### config.mk
export PLATFORM = sky130hd
export DESIGN_NAME = winograd_filter_transform
export DESIGN_NICKNAME = d
export VERILOG_FILES = /design/src/rtl/wft_pkg.sv /design/src/rtl/wft_row_calc.sv /design/src/rtl/winograd_filter_transform.sv
export SDC_FILE = /design/constraint.sdc
export NUM_CORES = 2
export LEC_CHECK = 0
export BUFFER_PORTS_ARGS = -buffer_cell sky130_fd_sc_hd__buf_4
export CAP_MARGIN = 15
export CORE_UTILIZATION = 45
export DETAILED_ROUTE_END_ITERATION = 6
export HOLD_SLACK_MARGIN = 0.03
export PLACE_DENSITY = 0.63
export SETUP_SLACK_MARGIN = 0.5
export SYNTH_ARGS = -nofsm -noshare
export SYNTH_HDL_FRONTEND = slang
export SYNTH_SLANG_ARGS = --single-unit
### constraint.sdc
create_clock -name clk -period 48.8 [get_ports clk]
set_input_delay 2.44 -clock clk [delete_from_list [all_inputs] [get_ports clk]]
set_output_delay 2.44 -clock clk [all_outputs]
set_load 0.005 [all_outputs]
### src/rtl/wft_pkg.sv
package wft_pkg;

  localparam int WEIGHT_BITS = 16;
  localparam int TILE        = 6;
  localparam int TAPS        = 3;
  localparam int COUNT_W     = 11;
  localparam int INDEX_W     = 10;
  localparam int ADDR_W      = 26;
  localparam int ROW_W       = 3;
  // first pass (G*g) peaks at 24*2^15, second pass (G*g*G^T) at 576*2^15
  localparam int MID_W       = WEIGHT_BITS + 5;
  localparam int SUM_W       = WEIGHT_BITS + 10;
  // divide by 576 = shift by 6, then divide by 9 through a reciprocal multiply
  localparam int PRE_SHIFT   = 6;
  localparam int HALF_576    = 288;
  localparam int M_W         = SUM_W - PRE_SHIFT;
  localparam int RECIP_SHIFT = 24;
  localparam int RECIP_W     = RECIP_SHIFT - 3;
  localparam int RECIP9      = ((2 ** RECIP_SHIFT) + 8) / 9;
  localparam int PROD_W      = M_W + RECIP_W;
  localparam int Q_W         = WEIGHT_BITS + 1;

  localparam logic [ROW_W-1:0] LAST_ROW = ROW_W'(TILE - 1);

  // register index, taken from paddr[2]
  localparam logic REG_FILTER_COUNT  = 1'b0;
  localparam logic REG_CHANNEL_COUNT = 1'b1;

  typedef logic signed [WEIGHT_BITS-1:0] value_t;
  typedef logic signed [MID_W-1:0]       mid_t;
  typedef logic signed [SUM_W-1:0]       sum_t;
  typedef sum_t                          sum6_t [TILE];

  typedef struct packed {
    logic signed [15:0] weight_r0_c0;
    logic signed [15:0] weight_r0_c1;
    logic signed [15:0] weight_r0_c2;
    logic signed [15:0] weight_r1_c0;
    logic signed [15:0] weight_r1_c1;
    logic signed [15:0] weight_r1_c2;
    logic signed [15:0] weight_r2_c0;
    logic signed [15:0] weight_r2_c1;
    logic signed [15:0] weight_r2_c2;
    logic [9:0]         filter_index;
    logic [9:0]         channel_index;
  } weights_t;

  typedef struct packed {
    logic [2:0]         tile_row;
    logic [25:0]        row_address;
    logic signed [15:0] value_col0;
    logic signed [15:0] value_col1;
    logic signed [15:0] value_col2;
    logic signed [15:0] value_col3;
    logic signed [15:0] value_col4;
    logic signed [15:0] value_col5;
    logic               last_of_tile;
  } rows_t;

  // Apply the integer matrix 24*G to one 3-vector (shifts and adds only).
  function automatic sum6_t g_apply(input sum_t a, input sum_t b, input sum_t c);
    sum6_t r;
    r[0] = (a <<< 2) + (a <<< 1);
    r[1] = -((a + b + c) <<< 2);
    r[2] = -((a - b + c) <<< 2);
    r[3] = a + (b <<< 1) + (c <<< 2);
    r[4] = a - (b <<< 1) + (c <<< 2);
    r[5] = (c <<< 4) + (c <<< 3);
    return r;
  endfunction

endpackage

### src/rtl/wft_row_calc.sv
module wft_row_calc
  import wft_pkg::*;
(
  input  mid_t   tmp0,
  input  mid_t   tmp1,
  input  mid_t   tmp2,
  output value_t vals [TILE]
);

  sum6_t s;

  assign s = g_apply(sum_t'(tmp0), sum_t'(tmp1), sum_t'(tmp2));

  // round half away from zero, divide by 576, saturate
  for (genvar j = 0; j < TILE; j++) begin : g_col
    logic [SUM_W-1:0]  mag;
    logic [SUM_W-1:0]  rnd;
    logic [M_W-1:0]    m;
    logic [PROD_W-1:0] prod;
    logic [Q_W-1:0]    q;
    logic              neg;

    always_comb begin
      neg  = s[j][SUM_W-1];
      mag  = neg ? SUM_W'(-s[j]) : SUM_W'(s[j]);
      rnd  = mag + SUM_W'(HALF_576);
      m    = rnd[SUM_W-1:PRE_SHIFT];
      prod = PROD_W'(m) * PROD_W'(RECIP9);
      q    = prod[RECIP_SHIFT +: Q_W];
      if (neg) begin
        if (q > Q_W'(2 ** (WEIGHT_BITS - 1))) begin
          vals[j] = value_t'(Q_W'(2 ** (WEIGHT_BITS - 1)));
        end else begin
          vals[j] = value_t'(-q);
        end
      end else begin
        if (q > Q_W'(2 ** (WEIGHT_BITS - 1) - 1)) begin
          vals[j] = value_t'(Q_W'(2 ** (WEIGHT_BITS - 1) - 1));
        end else begin
          vals[j] = value_t'(q);
        end
      end
    end
  end

endmodule

### src/rtl/winograd_filter_transform.sv
// Winograd F(4x4,3x3) filter transform: one 3x3 filter in, six rows of the 6x6 tile out.
// Row 0 goes from the tile register through the output register; rows follow one a cycle unless rows_stall holds them.
// A new filter waits until the tile in hand has gone out, paced by the single-row result channel.
// The next filter is taken in the cycle its predecessor's last row moves to the output register.
// Reset (synchronous, rst high): no tile or row held, both counts back to one.
module winograd_filter_transform
  import wft_pkg::*;
#(
  parameter int MAX_FILTERS  = 1024,
  parameter int MAX_CHANNELS = 1024
) (
  input  logic        clk,
  input  logic        rst,
  // filter channel
  input  logic        weights_valid,
  output logic        weights_stall,
  input  weights_t    weights,
  // result row channel
  output logic        rows_valid,
  input  logic        rows_stall,
  output rows_t       rows,
  // register port
  input  logic        psel,
  input  logic        penable,
  input  logic        pwrite,
  input  logic [2:0]  paddr,
  input  logic [31:0] pwdata,
  output logic [31:0] prdata,
  output logic        pready
);

  // ---------------------------------------------------------------------------
  // Configuration registers: K and C, clamped to their maximum on write.
  // ck follows the counts through a register; stride is derived from ck.
  // ---------------------------------------------------------------------------
  logic [COUNT_W-1:0]   filter_count;
  logic [COUNT_W-1:0]   channel_count;
  logic [2*COUNT_W-1:0] ck;
  logic [ADDR_W-1:0]    stride;
  logic                 cfg_wr;
  logic [COUNT_W-1:0]   wdata_count;
  logic [COUNT_W-1:0]   fc_clamped;
  logic [COUNT_W-1:0]   cc_clamped;

  assign pready      = 1'b1;
  assign cfg_wr      = psel && penable && pwrite;
  assign wdata_count = pwdata[COUNT_W-1:0];
  assign fc_clamped  = (32'(wdata_count) > 32'(MAX_FILTERS))  ? COUNT_W'(MAX_FILTERS)
                                                              : wdata_count;
  assign cc_clamped  = (32'(wdata_count) > 32'(MAX_CHANNELS)) ? COUNT_W'(MAX_CHANNELS)
                                                              : wdata_count;

  always_ff @(posedge clk) begin
    if (rst) begin
      filter_count  <= COUNT_W'(1);
      channel_count <= COUNT_W'(1);
    end else if (cfg_wr) begin
      unique case (paddr[2])
        REG_FILTER_COUNT:  filter_count  <= fc_clamped;
        REG_CHANNEL_COUNT: channel_count <= cc_clamped;
      endcase
    end
  end

  always_ff @(posedge clk) begin
    if (rst) begin
      ck <= (2*COUNT_W)'(1);
    end else begin
      ck <= (2*COUNT_W)'(filter_count) * (2*COUNT_W)'(channel_count);
    end
  end

  // one tile row spans six columns of C*K each
  assign stride = ADDR_W'({ck, 2'b00}) + ADDR_W'({ck, 1'b0});

  always_comb begin
    unique case (paddr[2])
      REG_FILTER_COUNT:  prdata = 32'(filter_count);
      REG_CHANNEL_COUNT: prdata = 32'(channel_count);
    endcase
  end

  // ---------------------------------------------------------------------------
  // Tile register: holds G*g (6x3) for the filter being emitted, its row
  // counter and the running address. First pass runs column by column.
  // ---------------------------------------------------------------------------
  value_t            w [TAPS][TAPS];
  sum6_t             col_res [TAPS];
  mid_t              tmp [TILE][TAPS];
  logic [ADDR_W-1:0] addr;
  logic [ADDR_W-1:0] base_addr;
  logic [ROW_W-1:0]  row_idx;
  logic              t_valid;
  logic              take;
  logic              advance;
  logic              tile_done;

  assign w[0][0] = weights.weight_r0_c0;
  assign w[0][1] = weights.weight_r0_c1;
  assign w[0][2] = weights.weight_r0_c2;
  assign w[1][0] = weights.weight_r1_c0;
  assign w[1][1] = weights.weight_r1_c1;
  assign w[1][2] = weights.weight_r1_c2;
  assign w[2][0] = weights.weight_r2_c0;
  assign w[2][1] = weights.weight_r2_c1;
  assign w[2][2] = weights.weight_r2_c2;

  for (genvar j = 0; j < TAPS; j++) begin : g_first
    assign col_res[j] = g_apply(sum_t'(w[0][j]), sum_t'(w[1][j]), sum_t'(w[2][j]));
  end

  // c*K + k, wraps at the address width
  assign base_addr = ADDR_W'(ADDR_W'(filter_count) * ADDR_W'(weights.channel_index))
                   + ADDR_W'(weights.filter_index);

  // a row moves out when the output register is empty or being drained
  assign advance       = t_valid && (!rows_valid || !rows_stall);
  assign tile_done     = advance && (row_idx == LAST_ROW);
  assign weights_stall = t_valid && !tile_done;
  assign take          = weights_valid && !weights_stall;

  always_ff @(posedge clk) begin
    if (rst) begin
      t_valid <= 1'b0;
      row_idx <= '0;
    end else if (take) begin
      t_valid <= 1'b1;
      row_idx <= '0;
    end else if (tile_done) begin
      t_valid <= 1'b0;
      row_idx <= '0;
    end else if (advance) begin
      row_idx <= row_idx + ROW_W'(1);
    end
  end

  always_ff @(posedge clk) begin
    if (take) begin
      for (int i = 0; i < TILE; i++) begin
        for (int j = 0; j < TAPS; j++) begin
          tmp[i][j] <= col_res[j][i][MID_W-1:0];
        end
      end
      addr <= base_addr;
    end else if (advance) begin
      addr <= addr + stride;
    end
  end

  // ---------------------------------------------------------------------------
  // Second pass on the selected row, rounding and saturation, then the
  // output register.
  // ---------------------------------------------------------------------------
  value_t vals [TILE];

  wft_row_calc u_row_calc (
    .tmp0 (tmp[row_idx][0]),
    .tmp1 (tmp[row_idx][1]),
    .tmp2 (tmp[row_idx][2]),
    .vals (vals)
  );

  always_ff @(posedge clk) begin
    if (rst) begin
      rows_valid <= 1'b0;
    end else if (advance) begin
      rows_valid <= 1'b1;
    end else if (!rows_stall) begin
      rows_valid <= 1'b0;
    end
  end

  always_ff @(posedge clk) begin
    if (advance) begin
      rows.tile_row     <= row_idx;
      rows.row_address  <= addr;
      rows.value_col0   <= vals[0];
      rows.value_col1   <= vals[1];
      rows.value_col2   <= vals[2];
      rows.value_col3   <= vals[3];
      rows.value_col4   <= vals[4];
      rows.value_col5   <= vals[5];
      rows.last_of_tile <= (row_idx == LAST_ROW);
    end
  end

`ifndef ASSERT_OFF
  // last flag marks exactly the final row of a tile
  a_last_flag: assert property (@(posedge clk) disable iff (rst)
    rows_valid |-> (rows.last_of_tile == (rows.tile_row == LAST_ROW)))
    else $error("last_of_tile disagrees with tile_row");

  // rows of a tile leave in order, one per transfer into the output register
  a_row_order: assert property (@(posedge clk) disable iff (rst)
    (advance && (row_idx != LAST_ROW) && !take) |=> (row_idx == $past(row_idx) + ROW_W'(1)))
    else $error("tile row skipped or repeated");

  // a tile is never dropped before its last row has gone out
  a_tile_kept: assert property (@(posedge clk) disable iff (rst)
    (t_valid && (row_idx != LAST_ROW)) |=> t_valid)
    else $error("tile register emptied mid-tile");

  // an empty tile register always restarts at row zero
  a_idle_row: assert property (@(posedge clk) disable iff (rst)
    !t_valid |-> (row_idx == '0))
    else $error("row counter not at zero while idle");
`endif

endmodule
==> flow_metrics.py <==
metrics = {
    "run_status": {
        "status": "finished with violations",
        "violations": "design-rule violations",
    },
    "logic_synthesis": {
        "netlist_area_um2": 97800,
        "seq_area_frac_synth_pct": 15.7,
        "synthTopCellsByCount": "inv_1 (1936), ha_1 (1475), fa_1 (1002)",
        "yosys.area.top_type_share_pct": 20.5,
        "yosysWarnings": 0,
        "yosys-top-cells-area": "fa_1 (21%), ha_1 (19%), edfxtp_1 (15%)",
        "synth-main-ff-cell": "edfxtp_1",
        "syn_inst": 10700,
        "avgSynthCellArea_um2": 9.14,
        "async_flop_share_pct": 0,
        "post-synth-top-count-cell": "inv_1",
        "synth_edf_count": 476,
        "ys_ff_latch": 528,
        "synth_area_leader_cell": "fa_1",
        "ys_types": 119,
    },
    "flow_run": {
        "drv_cap": 0,
    },
    "detailed_routing": {
        "routed_wl_um": 256000,
        "num_vias": 75800,
        "drc": 2,
        "dr.pass1.iters": 7,
        "via_per_inst": 5.45,
        "wl_per_cell_um": 18.5,
        "ant_nets": 0,
        "drt-initial-drc-count": 4553,
    },
    "layout": {
        "stdcell_count": 13900,
        "drive_gt1_share_pct": 6.41,
        "area_growth_pct": 8.17,
        "final_cell_area_um2": 106000,
        "fillCellCount": 20300,
        "nNetsFinal": 13700,
    },
    "timing": {
        "period_share_pct": 36.8,
        "min_period_ns": 17.94,
        "finalHoldViolCount": 0,
        "finClkSkew_ns": 0.0466,
        "finalSetupTns_ns": 0,
        "fmax_mhz": 55.8,
        "setup_violations": 0,
        "worstMarginPinSlew_ns": 1.19,
        "rsz0062_at_grt": "no",
        "relSlewSlack_pct": 20.1,
        "drv_slew": 0,
    },
    "worst_setup_path": {
        "end_kind": "register",
        "critPathMaxStageDelay_ns": 0.88,
        "crit_path_start_kind": "register",
        "cp.arrival_ns": 18.41,
        "critical_path_required_ns": 49.28,
        "worstPathMaxFanout": 36,
        "cp_slowest_cell": "a211oi_1",
        "worst-setup-path-type": "register to register",
        "path_common_cell": "fa_1",
    },
    "floorplanning": {
        "die-area_um2": 219000,
        "io-pin-count": 367,
        "start_util_pct": 45.5,
        "core_um2": 215000,
        "num_rows": 170,
        "die_w_um": 468,
        "die_h_um": 468,
    },
    "placement": {
        "hpwl_um": 221000,
        "port_buffers": 321,
        "gp_congestion": 0.945,
        "place_area_um2": 104000,
        "dp.cells": 13800,
    },
    "grt": {
        "grt_pass1_wl_um": 412000,
        "antenna_found_initial": 46,
        "grtUsageTotal_pct": 23.4,
        "grt_pass1_vias": 77500,
        "grt_overflow_total": 0,
        "grt_max_degree": 158,
    },
    "clock_tree": {
        "cts_buffers": 68,
        "hold_buffers": 0,
        "cts-htree-levels": 3,
        "cts-root-buf": "clkbuf_16",
        "postCtsResizedCells": 0,
        "insertion_delay_ns": 0.73,
        "clockBufferDepth": 3,
        "clock-sinks": 528,
        "post_cts_buffers": 0,
        "clkTransAtPathRegs_ns": 0.06,
        "cts_tree": "done",
    },
    "min_path": {
        "hold_class": "register to register",
    },
}
==> cell usage in the layout (no fill, tap or decap), types with 72 or more instances in the layout <==
cell type	instances
nor2_1	560
xor2_1	269
a21o_1	266
a21oi_1	559
edfxtp_1	476
nand2_1	609
o21a_1	81
nand3_1	165
nand4_1	77
and3_1	79
inv_1	1934
fa_1	1002
nor2b_1	111
o21ai_0	365
nor3_1	228
a211oi_1	82
mux2i_1	76
buf_4	368
or3_1	72
conb_1	78
xnor2_1	564
nand2b_1	109
o21bai_1	128
ha_1	1475
and2_1	178
==> sequential cells by signal, summed over array words and instances, names as in the netlist, named ones only <==
register and flops:
t_valid 1, filter_count 11, row_idx 3, tmp 324, rows 126, channel_count 11
ck 22, addr 26, rows_valid 1
==> through the flow <==
stage	util, %	setup slack, ns	hold slack [ns]
floorplan	-	33.08	0.400
global placement	48.1	31.18	0.408
detailed placement	48.1	30.84	0.416
CTS	49.2	30.82	0.429
global route	49.2	29.41	0.429
finish	49.2	30.86	0.426
==> layout make-up <==
| class | count | area (um2) | share of cell area (%) |
|---|---|---|---|
| Clock inverter | 43 | 485 | 0.459 |
| Timing Repair Buffer | 369 | 2780 | 2.63 |
| Tap cell | 2838 | 3550 | 3.36 |
| Multi-Input combinational cell | 8087 | 74600 | 70.5 |
| Clock buffer | 80 | 1780 | 1.68 |
| Antenna cell | 11 | 27.5 | 0.0260 |
| Inverter | 1938 | 7290 | 6.89 |
| Sequential cell | 528 | 15300 | 14.5 |
==> metal layers <==
metal	up-vias	wire (um)	global-route usage, %
met2	1590	121000	39.7
met4	68	5770	5.90
met1	37000	115000	31.0
li1	36800	-	-
met5	-	421	0
met3	350	13600	3.69
==> worst max-delay path: cells and delay by family, from the launching register on <==
kind	cells	cell delay [ns]
flip-flops	1	0.72
multiplexers	1	0.57
adder cells (fa/ha/maj)	11	5.12
buffers and inverters	6	1.59
AND/OR/NAND/NOR	15	3.70
AO/OA/AOI/OAI	14	4.86
XOR/XNOR	3	0.98
==> final timing paths <==
check | startpoint | end | slack, ns | depth (start not counted)
worst min register to register | addr[0]$_DFFE_PP_ | rows[97]$_DFFE_PP_ | 0.43 | 0
worst max register to register | register | rows[39]$_DFFE_PP_ | 30.86 | 50
worst max-delay path | register | rows[39]$_DFFE_PP_ | 30.86 | 50
worst min-delay path | addr[0]$_DFFE_PP_ | rows[97]$_DFFE_PP_ | 0.43 | 0
==> cell families after synthesis <==
group / after synthesis / synth area share (%)
xor gates and xnor gates: 839 / 7.55
adders and majority gates: 2479 / 39.4
other: 2 / 0.00768
and+or+nand+nor: 2471 / 12.7
buffers and inverters: 2169 / 8.43
AOI/OAI and AO/OA: 2071 / 14.1
muxes: 149 / 2.22
DFF: 528 / 15.7
Power is left out: the tool's default activity adds up to more than one toggle a clock period on the data nets, which glitch-free logic cannot reach.
